==> src/sv/asfp_pkg.sv <==
package asfp_pkg;

	localparam int NUM_CH = 8;
	localparam int POS_W = 7;
	localparam int BYTE_W = 8;
	localparam int CNT_W = 32;

	localparam logic [BYTE_W-1:0] START_MARK = 8'h24;   // '$'
	localparam logic [BYTE_W-1:0] END_MARK = 8'h23;     // '#'
	localparam logic [BYTE_W-1:0] TYPE_DIGITAL = 8'h44; // 'D'
	localparam logic [BYTE_W-1:0] ASCII_ZERO = 8'h30;   // '0'

	localparam int FIRST_DIGIT_POS = 6;
	localparam int DIGIT_STRIDE = 5;
	localparam logic [POS_W-1:0] TYPE_POS = 7'd1;

	typedef logic [BYTE_W-1:0] byte_t;

	typedef struct packed {
		logic [NUM_CH-1:0][BYTE_W-1:0] level;
		logic [CNT_W-1:0]              frame_number;
	} result_t;

	typedef struct packed {
		logic             in_frame;
		logic [POS_W-1:0] pos;
	} status_t;

endpackage

==> src/sv/asfp_in_stage.sv <==
module asfp_in_stage import asfp_pkg::*; (
	input  logic  clk,
	input  logic  arst_n,
	input  logic  in_valid,
	output logic  in_ready,
	input  byte_t rx_byte,
	input  logic  advance,
	output logic  valid_s1,
	output byte_t byte_s1
);

	assign in_ready = !valid_s1 || advance;

	always_ff @(posedge clk or negedge arst_n) begin
		if (!arst_n) begin
			valid_s1 <= 1'b0;
		end else if (in_ready) begin
			valid_s1 <= in_valid;
		end
	end

	always_ff @(posedge clk) begin
		if (in_valid && in_ready) begin
			byte_s1 <= rx_byte;
		end
	end

endmodule

==> src/sv/asfp_core.sv <==
module asfp_core import asfp_pkg::*; #(
	parameter int MAX_FRAME_LEN = 100,
	parameter int CHANNELS = 8
) (
	input  logic    clk,
	input  logic    arst_n,
	input  logic    fire,
	input  byte_t   byte_s1,
	output logic    emit,
	output result_t result,
	output status_t status
);

	logic                 in_frame_q;
	logic [POS_W-1:0]     pos_q;
	byte_t                type_q;
	byte_t                dig_q [CHANNELS];
	logic [CNT_W-1:0]     frames_q;

	logic                 is_start;
	logic                 is_end;
	logic [POS_W:0]       next_pos;
	logic                 at_limit;
	byte_t                type_new;
	byte_t                dig_new [CHANNELS];

	assign is_start = (byte_s1 == START_MARK);
	assign is_end = (byte_s1 == END_MARK);
	assign next_pos = {1'b0, pos_q} + (POS_W+1)'(1);
	assign at_limit = (next_pos >= (POS_W+1)'(MAX_FRAME_LEN));

	// a byte lands in the capture before the close is judged
	assign type_new = (pos_q == TYPE_POS) ? byte_s1 : type_q;

	always_comb begin
		for (int i = 0; i < CHANNELS; i++) begin
			dig_new[i] = (pos_q == POS_W'(FIRST_DIGIT_POS + i * DIGIT_STRIDE)) ?
				byte_s1 : dig_q[i];
		end
	end

	assign emit = !is_start && in_frame_q && is_end && (type_new == TYPE_DIGITAL);

	genvar g;
	generate
		for (g = 0; g < NUM_CH; g++) begin : g_lvl
			if (g < CHANNELS) begin : g_used
				assign result.level[g] = dig_new[g] - ASCII_ZERO;
			end else begin : g_unused
				assign result.level[g] = '0;
			end
		end
	endgenerate

	assign result.frame_number = frames_q + CNT_W'(1);

	assign status.in_frame = in_frame_q;
	assign status.pos = pos_q;

	always_ff @(posedge clk or negedge arst_n) begin
		if (!arst_n) begin
			in_frame_q <= 1'b0;
			pos_q <= '0;
			type_q <= '0;
			frames_q <= '0;
			for (int i = 0; i < CHANNELS; i++) begin
				dig_q[i] <= '0;
			end
		end else if (fire) begin
			if (is_start) begin
				// restart keeps the capture
				in_frame_q <= 1'b1;
				pos_q <= TYPE_POS;
			end else if (in_frame_q) begin
				if (is_end || at_limit) begin
					in_frame_q <= 1'b0;
					pos_q <= '0;
					type_q <= '0;
					for (int i = 0; i < CHANNELS; i++) begin
						dig_q[i] <= '0;
					end
					if (emit) begin
						frames_q <= result.frame_number;
					end
				end else begin
					pos_q <= next_pos[POS_W-1:0];
					type_q <= type_new;
					for (int i = 0; i < CHANNELS; i++) begin
						dig_q[i] <= dig_new[i];
					end
				end
			end
		end
	end

endmodule

==> src/sv/asfp_out_reg.sv <==
module asfp_out_reg import asfp_pkg::*; (
	input  logic    clk,
	input  logic    arst_n,
	input  logic    load,
	input  result_t result,
	output logic    out_valid,
	input  logic    out_ready,
	output result_t result_q
);

	always_ff @(posedge clk or negedge arst_n) begin
		if (!arst_n) begin
			out_valid <= 1'b0;
		end else if (load) begin
			out_valid <= 1'b1;
		end else if (out_ready) begin
			out_valid <= 1'b0;
		end
	end

	always_ff @(posedge clk) begin
		if (load) begin
			result_q <= result;
		end
	end

endmodule

==> src/sv/ascii_sensor_frame_parser_top.sv <==
// ASCII sensor frame parser. Takes one received byte per request on the input
// channel. A '$' opens (or restarts) a frame; bytes then go to positions 1, 2, ...
// and a '#' closes the frame. A closed frame whose position-1 byte is 'D' gives one
// result request: CHANNELS levels, each the byte at position 6+5i minus '0'
// (mod 256; unused channels read 0), and a wrapping 32-bit count of such frames.
// Other frames give nothing. A frame reaching MAX_FRAME_LEN positions is dropped.
// Captured bytes clear after close or abort but survive a restart.
// Timing: one byte per cycle sustained. A byte is held in the input register,
// is parsed by the single-pass frame logic and, if it closes a valid frame,
// lands in the result register. The result register stalls the parse stage
// only while a result is held unread.
module ascii_sensor_frame_parser_top import asfp_pkg::*; #(
	parameter int MAX_FRAME_LEN = 100,
	parameter int CHANNELS = 8
) (
	input  logic                  clk,
	input  logic                  arst_n,
	input  logic                  in_valid,
	output logic                  in_ready,
	input  logic [BYTE_W-1:0]     rx_byte,
	output logic                  out_valid,
	input  logic                  out_ready,
	output logic [BYTE_W-1:0]     ch0_level,
	output logic [BYTE_W-1:0]     ch1_level,
	output logic [BYTE_W-1:0]     ch2_level,
	output logic [BYTE_W-1:0]     ch3_level,
	output logic [BYTE_W-1:0]     ch4_level,
	output logic [BYTE_W-1:0]     ch5_level,
	output logic [BYTE_W-1:0]     ch6_level,
	output logic [BYTE_W-1:0]     ch7_level,
	output logic [CNT_W-1:0]      frame_number
);

	logic    valid_s1;
	byte_t   byte_s1;
	logic    advance;
	logic    emit;
	logic    load;
	result_t result;
	result_t result_q;
	status_t status;

	// parse stage moves when the result slot is free or draining this cycle
	assign advance = valid_s1 && (!out_valid || out_ready);
	assign load = advance && emit;

	asfp_in_stage u_in (
		.clk      (clk),
		.arst_n   (arst_n),
		.in_valid (in_valid),
		.in_ready (in_ready),
		.rx_byte  (rx_byte),
		.advance  (advance),
		.valid_s1 (valid_s1),
		.byte_s1  (byte_s1)
	);

	asfp_core #(
		.MAX_FRAME_LEN (MAX_FRAME_LEN),
		.CHANNELS      (CHANNELS)
	) u_core (
		.clk     (clk),
		.arst_n  (arst_n),
		.fire    (advance),
		.byte_s1 (byte_s1),
		.emit    (emit),
		.result  (result),
		.status  (status)
	);

	asfp_out_reg u_out (
		.clk       (clk),
		.arst_n    (arst_n),
		.load      (load),
		.result    (result),
		.out_valid (out_valid),
		.out_ready (out_ready),
		.result_q  (result_q)
	);

	assign ch0_level = result_q.level[0];
	assign ch1_level = result_q.level[1];
	assign ch2_level = result_q.level[2];
	assign ch3_level = result_q.level[3];
	assign ch4_level = result_q.level[4];
	assign ch5_level = result_q.level[5];
	assign ch6_level = result_q.level[6];
	assign ch7_level = result_q.level[7];
	assign frame_number = result_q.frame_number;

`ifndef SYNTHESIS
	a_idle_pos: assert property (@(posedge clk) disable iff (!arst_n)
		!status.in_frame |-> status.pos == '0)
		else $error("position not cleared outside a frame");

	a_open_pos: assert property (@(posedge clk) disable iff (!arst_n)
		status.in_frame |-> (status.pos != '0) &&
			({1'b0, status.pos} < (POS_W+1)'(MAX_FRAME_LEN)))
		else $error("open frame position out of range");

	a_load_room: assert property (@(posedge clk) disable iff (!arst_n)
		load |-> (!out_valid || out_ready))
		else $error("result overwritten while held");

	a_count_step: assert property (@(posedge clk) disable iff (!arst_n)
		load |=> frame_number == $past(result.frame_number))
		else $error("result count not captured");
`endif

endmodule
==> config.mk <==
export PLATFORM = sky130hd
export DESIGN_NAME = ascii_sensor_frame_parser_top
export DESIGN_NICKNAME = d
export VERILOG_FILES = /design/src/sv/asfp_pkg.sv /design/src/sv/asfp_in_stage.sv /design/src/sv/asfp_core.sv /design/src/sv/asfp_out_reg.sv /design/src/sv/ascii_sensor_frame_parser_top.sv
export SDC_FILE = /design/constraint.sdc
export NUM_CORES = 1
export LEC_CHECK = 0
export BUFFER_PORTS_ARGS = -buffer_cell sky130_fd_sc_hd__buf_2
export CORE_MARGIN = 4
export CORE_UTILIZATION = 30
export CTS_BUF_LIST = sky130_fd_sc_hd__clkbuf_4
export DETAILED_ROUTE_END_ITERATION = 16
export SETUP_SLACK_MARGIN = 0.2
export SYNTH_ARGS = -nofsm -noshare
export SYNTH_HDL_FRONTEND = slang
export SYNTH_HIERARCHICAL = 1
export SYNTH_SLANG_ARGS = --single-unit
==> constraint.sdc <==
create_clock -name clk -period 11.1 [get_ports clk]
set_clock_uncertainty 0.15 [all_clocks]
set_input_delay 0.555 -clock clk [delete_from_list [all_inputs] [get_ports clk]]
set_output_delay 0.555 -clock clk [all_outputs]
set_load 0.02 [all_outputs]
# Word level (Yosys, flattened, before mapping)
# Index checks and enable logic that the tools add are counted.
# totals
reg_bits	218
latchBits	0
ramBits	0
mem_bits_ro	0
in_bits	12
output_inout_bits	98
elab_cells	84
mem_count	0
# op_classes
n_addsub	10
n_mul	0
div	0
magnitude_cmp	1
eq_ne	12
n_shift	0
muxes	19
bitwise	1
n_reduce_logical	17
# ops
operator	count
8-bit two-way mux	10
64-bit two-way mux	1
8-bit by 6-bit subtractor with 8-bit output, second input constant	8
32-bit by 1-bit adder with 32-bit output, second input constant	1
7-bit by 5-bit == test with 1-bit output, second input constant	4
7-bit two-way mux	3
8-bit by 6-bit == test with 1-bit output, second input constant	2
7-bit by 6-bit == test with 1-bit output, second input constant	2
7-bit by 1-bit adder with 8-bit output, second input constant	1
8-bit by 7-bit == test with 1-bit output, second input constant	1
8-bit by 7-bit greater-or-equal comparator with 1-bit output, second input constant	1
7-bit by 1-bit == test with 1-bit output, second input constant	1
7-bit by 3-bit == test with 1-bit output, second input constant	1
7-bit by 4-bit == test with 1-bit output, second input constant	1
1-bit logical AND	6
1-bit two-way mux	5
5-bit AND reduction	1
2-bit nonzero test	2
1-bit logical NOT	3
1-bit logical OR	3
3-bit AND reduction	1
2-bit AND reduction	1
1-bit inverter	1

# Longest topological paths before layout
# depth
ltp_word	7
depth_mapped	9
depth_no_buf	9

# Hierarchy
# The synthesis kept the hierarchy.
# by_module_without_submodules
module	instances	cells_per_inst	area_per_inst_um2	seq_area_each_um2
asfp_core	1	605	6387.4	2802.7
asfp_out_reg	1	99	2919.0	2907.8
asfp_in_stage	1	12	294.0	265.3
ascii_sensor_frame_parser_top	1	3	18.8	0.0

# Least setup slack after synthesis
# No wires, ideal clock.
# synth_path
path_kind	register -> register
start	register u_in.byte_s1[7]
end	register, netlist name u_out/result_q[0]
setup_ps	467
arrival_ps	3706
required_ps	10483
path_slack_ps	6777
path_stages_with_launch	6
path_buffers	0
period_less_slack_ps	4323
path_cell_list	edfxtp_1 nor4_2 nand4b_1 mux2i_1 and4_1 and3_1
# synth_between
elab_chain_cells	6
elab_cells_between_ends	9
classes_between	3 x eq/ne; 1 x mux; 5 x reduce/logical
# synth_lines
item	line	text
from (decl)	asfp_in_stage.sv:9	output byte_t byte_s1
from (signal assigned)	asfp_in_stage.sv:24	byte_s1 <= rx_byte;
8-bit by 6-bit == test with 1-bit output	asfp_core.sv:27	assign is_start = (byte_s1 == START_MARK);
1-bit logical NOT	asfp_core.sv:42	assign emit = !is_start && in_frame_q && is_end && (type_new == TYPE_DIGITAL);
1-bit logical AND (2 in a row)	asfp_core.sv:42	
1-bit logical AND *	asfp_core.sv:42	
named net emit	ascii_sensor_frame_parser_top.sv:37	logic emit;
1-bit logical AND *	ascii_sensor_frame_parser_top.sv:45	assign load = advance && emit;
named net load	ascii_sensor_frame_parser_top.sv:38	logic load;
# Mark *: on every way through the listed nets, which the timed path passes. The rest lies on a longest branch.
# A chain may end at the register's enable or synchronous reset.

# Final worst setup path
# layout_path
start	register u_in.byte_s1[2]
end	register, netlist name u_out/result_q[2]
# layout_between
elab_chain_cells	6
elab_cells_between_ends	9
classes_between	3 x eq/ne; 1 x mux; 5 x reduce/logical
# layout_lines
item	line
8-bit by 6-bit == test with 1-bit output	asfp_core.sv:27
1-bit logical NOT	asfp_core.sv:42
1-bit logical AND (2 in a row)	asfp_core.sv:42
1-bit logical AND *	asfp_core.sv:42
named net emit	ascii_sensor_frame_parser_top.sv:37
1-bit logical AND *	ascii_sensor_frame_parser_top.sv:45
named net load	ascii_sensor_frame_parser_top.sv:38
# Marks and branches as above.

==> impl_metrics.prom <==
# TYPE chip_impl_metric gauge
chip_impl_info{name="status",value="completed"} 1
chip_impl_metric{name="ys.warnings.count",unit=""} 6
chip_impl_metric{name="drc_errors",unit=""} 0
chip_impl_metric{name="fin_worst_setup_slack",unit="ns"} 7.45
chip_impl_metric{name="fin_crit",unit="ns"} 3.65
chip_impl_info{name="worstSetupPathType",value="reg -> reg"} 1
chip_impl_metric{name="globalplace.congestion",unit=""} 0.793
chip_impl_metric{name="number_of_cells_produced_by_synthesis",unit=""} 718
chip_impl_metric{name="dieArea",unit="um2"} 35000
chip_impl_metric{name="floorplan.initialDensity",unit=""} 0.305
chip_impl_metric{name="power_per_cell_area",unit="nW/um2"} 156
chip_impl_metric{name="critical-path-max-stage-delay",unit="ns"} 0.80
chip_impl_metric{name="critPathBufInv",unit=""} 1
chip_impl_metric{name="syn-mean-instance-area",unit="um2"} 13.4
chip_impl_metric{name="critical_path.max_fanout",unit=""} 62
chip_impl_metric{name="cp_data_required_time",unit="ns"} 11.21
chip_impl_metric{name="htree_num_levels",unit=""} 2
chip_impl_metric{name="slew-limit-headroom",unit=""} 0.246
chip_impl_info{name="timing.critical_path.cells",value="nor2b_1 > nand4b_1 > mux2i_1 > and4_1 > and3_4 > buf_4"} 1
chip_impl_metric{name="tightest_slew",unit="ns"} 1.12
chip_impl_metric{name="area_of_the_mapped_netlist",unit="um2"} 9610
chip_impl_metric{name="grt_pass1_vias",unit=""} 6276
chip_impl_info{name="cts_tree",value="built"} 1
chip_impl_metric{name="routed_via_density",unit=""} 4.84
chip_impl_metric{name="report.final.slew_viol_count",unit=""} 0
chip_impl_metric{name="cts_made_buffers",unit=""} 55
chip_impl_metric{name="postPlaceCellArea",unit="um2"} 10600
chip_impl_metric{name="area_delta_synth_final",unit="%"} 18.4
chip_impl_metric{name="cts_post_setup_buffers_inserted",unit=""} 0
chip_impl_metric{name="hold_viol",unit=""} 0
chip_impl_metric{name="post_route_cells_drive_above_1_share",unit=""} 0.288
chip_impl_info{name="worst_path_max_delay_cell",value="sky130_fd_sc_hd__edfxtp_1"} 1
chip_impl_metric{name="cap_violations",unit=""} 0
chip_impl_metric{name="layoutNonFillerInstCount",unit=""} 1312
chip_impl_metric{name="fmaxAchievable",unit="GHz"} 0.274
chip_impl_metric{name="cts_num_sinks",unit=""} 218
chip_impl_metric{name="timing.final.crit_share",unit=""} 0.329
chip_impl_metric{name="detail_route.wirelength",unit="mm"} 22.7
chip_impl_metric{name="nNetsFinal",unit=""} 889
chip_impl_metric{name="vias",unit=""} 6355
chip_impl_metric{name="dp_cells",unit=""} 1198
chip_impl_metric{name="total_power",unit="mW"} 1.78
chip_impl_metric{name="antenna_violating_nets_post_route",unit=""} 0
chip_impl_metric{name="initialDrtViolationCount",unit=""} 374
chip_impl_metric{name="postLayoutCellArea",unit="um2"} 11400
chip_impl_metric{name="grt_usage",unit=""} 0.126
chip_impl_metric{name="placement.setup.worst_slack",unit="ns"} 7.43
chip_impl_metric{name="floorplan.die.width",unit="um"} 187
chip_impl_metric{name="total_leakage_power",unit="nW"} 5.28
chip_impl_metric{name="clockBufferDepth",unit=""} 3
chip_impl_metric{name="overflow",unit=""} 0
chip_impl_metric{name="core_area",unit="um2"} 31600
chip_impl_metric{name="die_height",unit="um"} 187
chip_impl_metric{name="grt_start_max_net_pins",unit=""} 83
chip_impl_metric{name="finalHoldWorstSlack",unit="ns"} 0.249
chip_impl_metric{name="top_level_ports",unit=""} 110
chip_impl_info{name="rsz0062_at_grt",value="false"} 1
chip_impl_info{name="setup.worst_path.start_class",value="flip-flop"} 1
chip_impl_metric{name="cts.reportedPaths.clkPinSlew",unit="ns"} 0.07
chip_impl_metric{name="hpwl",unit="mm"} 14.5
chip_impl_info{name="clk_root_buffer_cell",value="sky130_fd_sc_hd__clkbuf_4"} 1
chip_impl_info{name="critical_path.endpoint_type",value="flip-flop"} 1
chip_impl_metric{name="route.detailed.wl_per_inst",unit="um"} 17.3
chip_impl_metric{name="grt_pass1_wl",unit="mm"} 35.6
chip_impl_info{name="hold_path_class",value="in -> async"} 1
chip_impl_metric{name="critPathArrivalTime",unit="ns"} 3.76
chip_impl_metric{name="core.rowCount",unit=""} 65
chip_impl_info{name="cp_top_family",value="simple AND/OR/NAND/NOR gates"} 1
chip_impl_metric{name="irDropWorstVdd",unit="mV"} 0.0653
chip_impl_metric{name="detailedRoute.firstPassIterationCount",unit=""} 6
chip_impl_metric{name="clock_insertion_delay_worst_skew",unit="ns"} 0.66
chip_impl_metric{name="setup-tns-final",unit="ns"} 0
chip_impl_metric{name="synthesis.nets",unit=""} 743
chip_impl_metric{name="port_buffers",unit=""} 109
chip_impl_metric{name="antenna_found_initial",unit=""} 1
chip_impl_metric{name="final_core_utilization",unit=""} 0.361
chip_impl_metric{name="setup_violations",unit=""} 0
## area by class of cell
type                       instances  area, um2
tap                              402        503
sequential                       218       5980
clock inverter                    19       81.3
antenna                            1       2.50
timing repair buffer             125        696
inverter                          19       71.3
clock buffer                      83        623
multi-input combinational        445       3430
fill                            3124      20200
## power breakdown
group / internal (mW) / total, mW / leakage (nW) / switching (mW)
Sequential: 0.887 / 0.929 / 2.61 / 0.0423
Clock: 0.343 / 0.663 / 0.425 / 0.320
Combinational: 0.0777 / 0.185 / 2.25 / 0.107
Total: 1.31 / 1.78 / 5.28 / 0.469
## cells in the final DEF (no fill, tap or decap), types with 4 or more instances in the layout
master	count
sky130_fd_sc_hd__a21o_1	4
sky130_fd_sc_hd__a21oi_1	13
sky130_fd_sc_hd__a22o_1	6
sky130_fd_sc_hd__a32o_1	41
sky130_fd_sc_hd__and3_1	10
sky130_fd_sc_hd__and4_1	8
sky130_fd_sc_hd__buf_2	108
sky130_fd_sc_hd__buf_4	6
sky130_fd_sc_hd__clkbuf_4	83
sky130_fd_sc_hd__clkinv_1	12
sky130_fd_sc_hd__clkinv_2	5
sky130_fd_sc_hd__dfrtp_1	114
sky130_fd_sc_hd__dlygate4sd3_1	11
sky130_fd_sc_hd__edfxtp_1	104
sky130_fd_sc_hd__ha_1	13
sky130_fd_sc_hd__inv_1	19
sky130_fd_sc_hd__mux2_2	36
sky130_fd_sc_hd__mux2i_1	22
sky130_fd_sc_hd__nand2_1	58
sky130_fd_sc_hd__nand2b_1	5
sky130_fd_sc_hd__nand3_1	20
sky130_fd_sc_hd__nand4_1	8
sky130_fd_sc_hd__nor2_1	31
sky130_fd_sc_hd__nor2b_1	6
sky130_fd_sc_hd__o21ai_0	20
sky130_fd_sc_hd__o2bb2ai_1	16
sky130_fd_sc_hd__xnor2_1	37
sky130_fd_sc_hd__xor2_1	42
## routing by layer
metal | global-route usage | wire (um) | up-vias
met3 | 0.0295 | 1200 | 41
met4 | 0.0361 | 394 | 0
li1 | - | - | 2992
met1 | 0.174 | 10400 | 3134
met5 | 0 | 0 | -
met2 | 0.201 | 10600 | 188
## path summary, 6_finish.rpt
path                                          start                  end  slack, ns  cells past startpoint
worst min-delay path                         arst_n  u_core/frames_q[24]       0.25                      2
min in group clk                u_core/frames_q[31]  u_core/frames_q[31]       0.34                      1
worst max-delay path                u_in/byte_s1[2]    u_out/result_q[2]       7.45                      6
worst max register to register      u_in/byte_s1[2]    u_out/result_q[2]       7.45                      6
max in group asynchronous                    arst_n     u_core/dig_q[46]       9.10                      3
worst min register to register  u_core/frames_q[31]  u_core/frames_q[31]       0.34                      1
## what timing repair did
item,CTS,global route
gates resized for setup,0,0
hold buffers,11,0
hold endpoints to repair,42,0
## flip-flops by register name, indices dropped and copies added, names as in the netlist
| register | count |
|---|---|
| u_in/byte_s1 | 8 |
| u_out/result_q | 96 |
| u_out/out_valid | 1 |
| u_core/dig_q | 64 |
| u_core/pos_q | 7 |
| u_in/valid_s1 | 1 |
| u_core/in_frame_q | 1 |
| u_core/frames_q | 32 |
| u_core/type_q | 8 |
No activity file was read; power rests on OpenSTA's default activity.
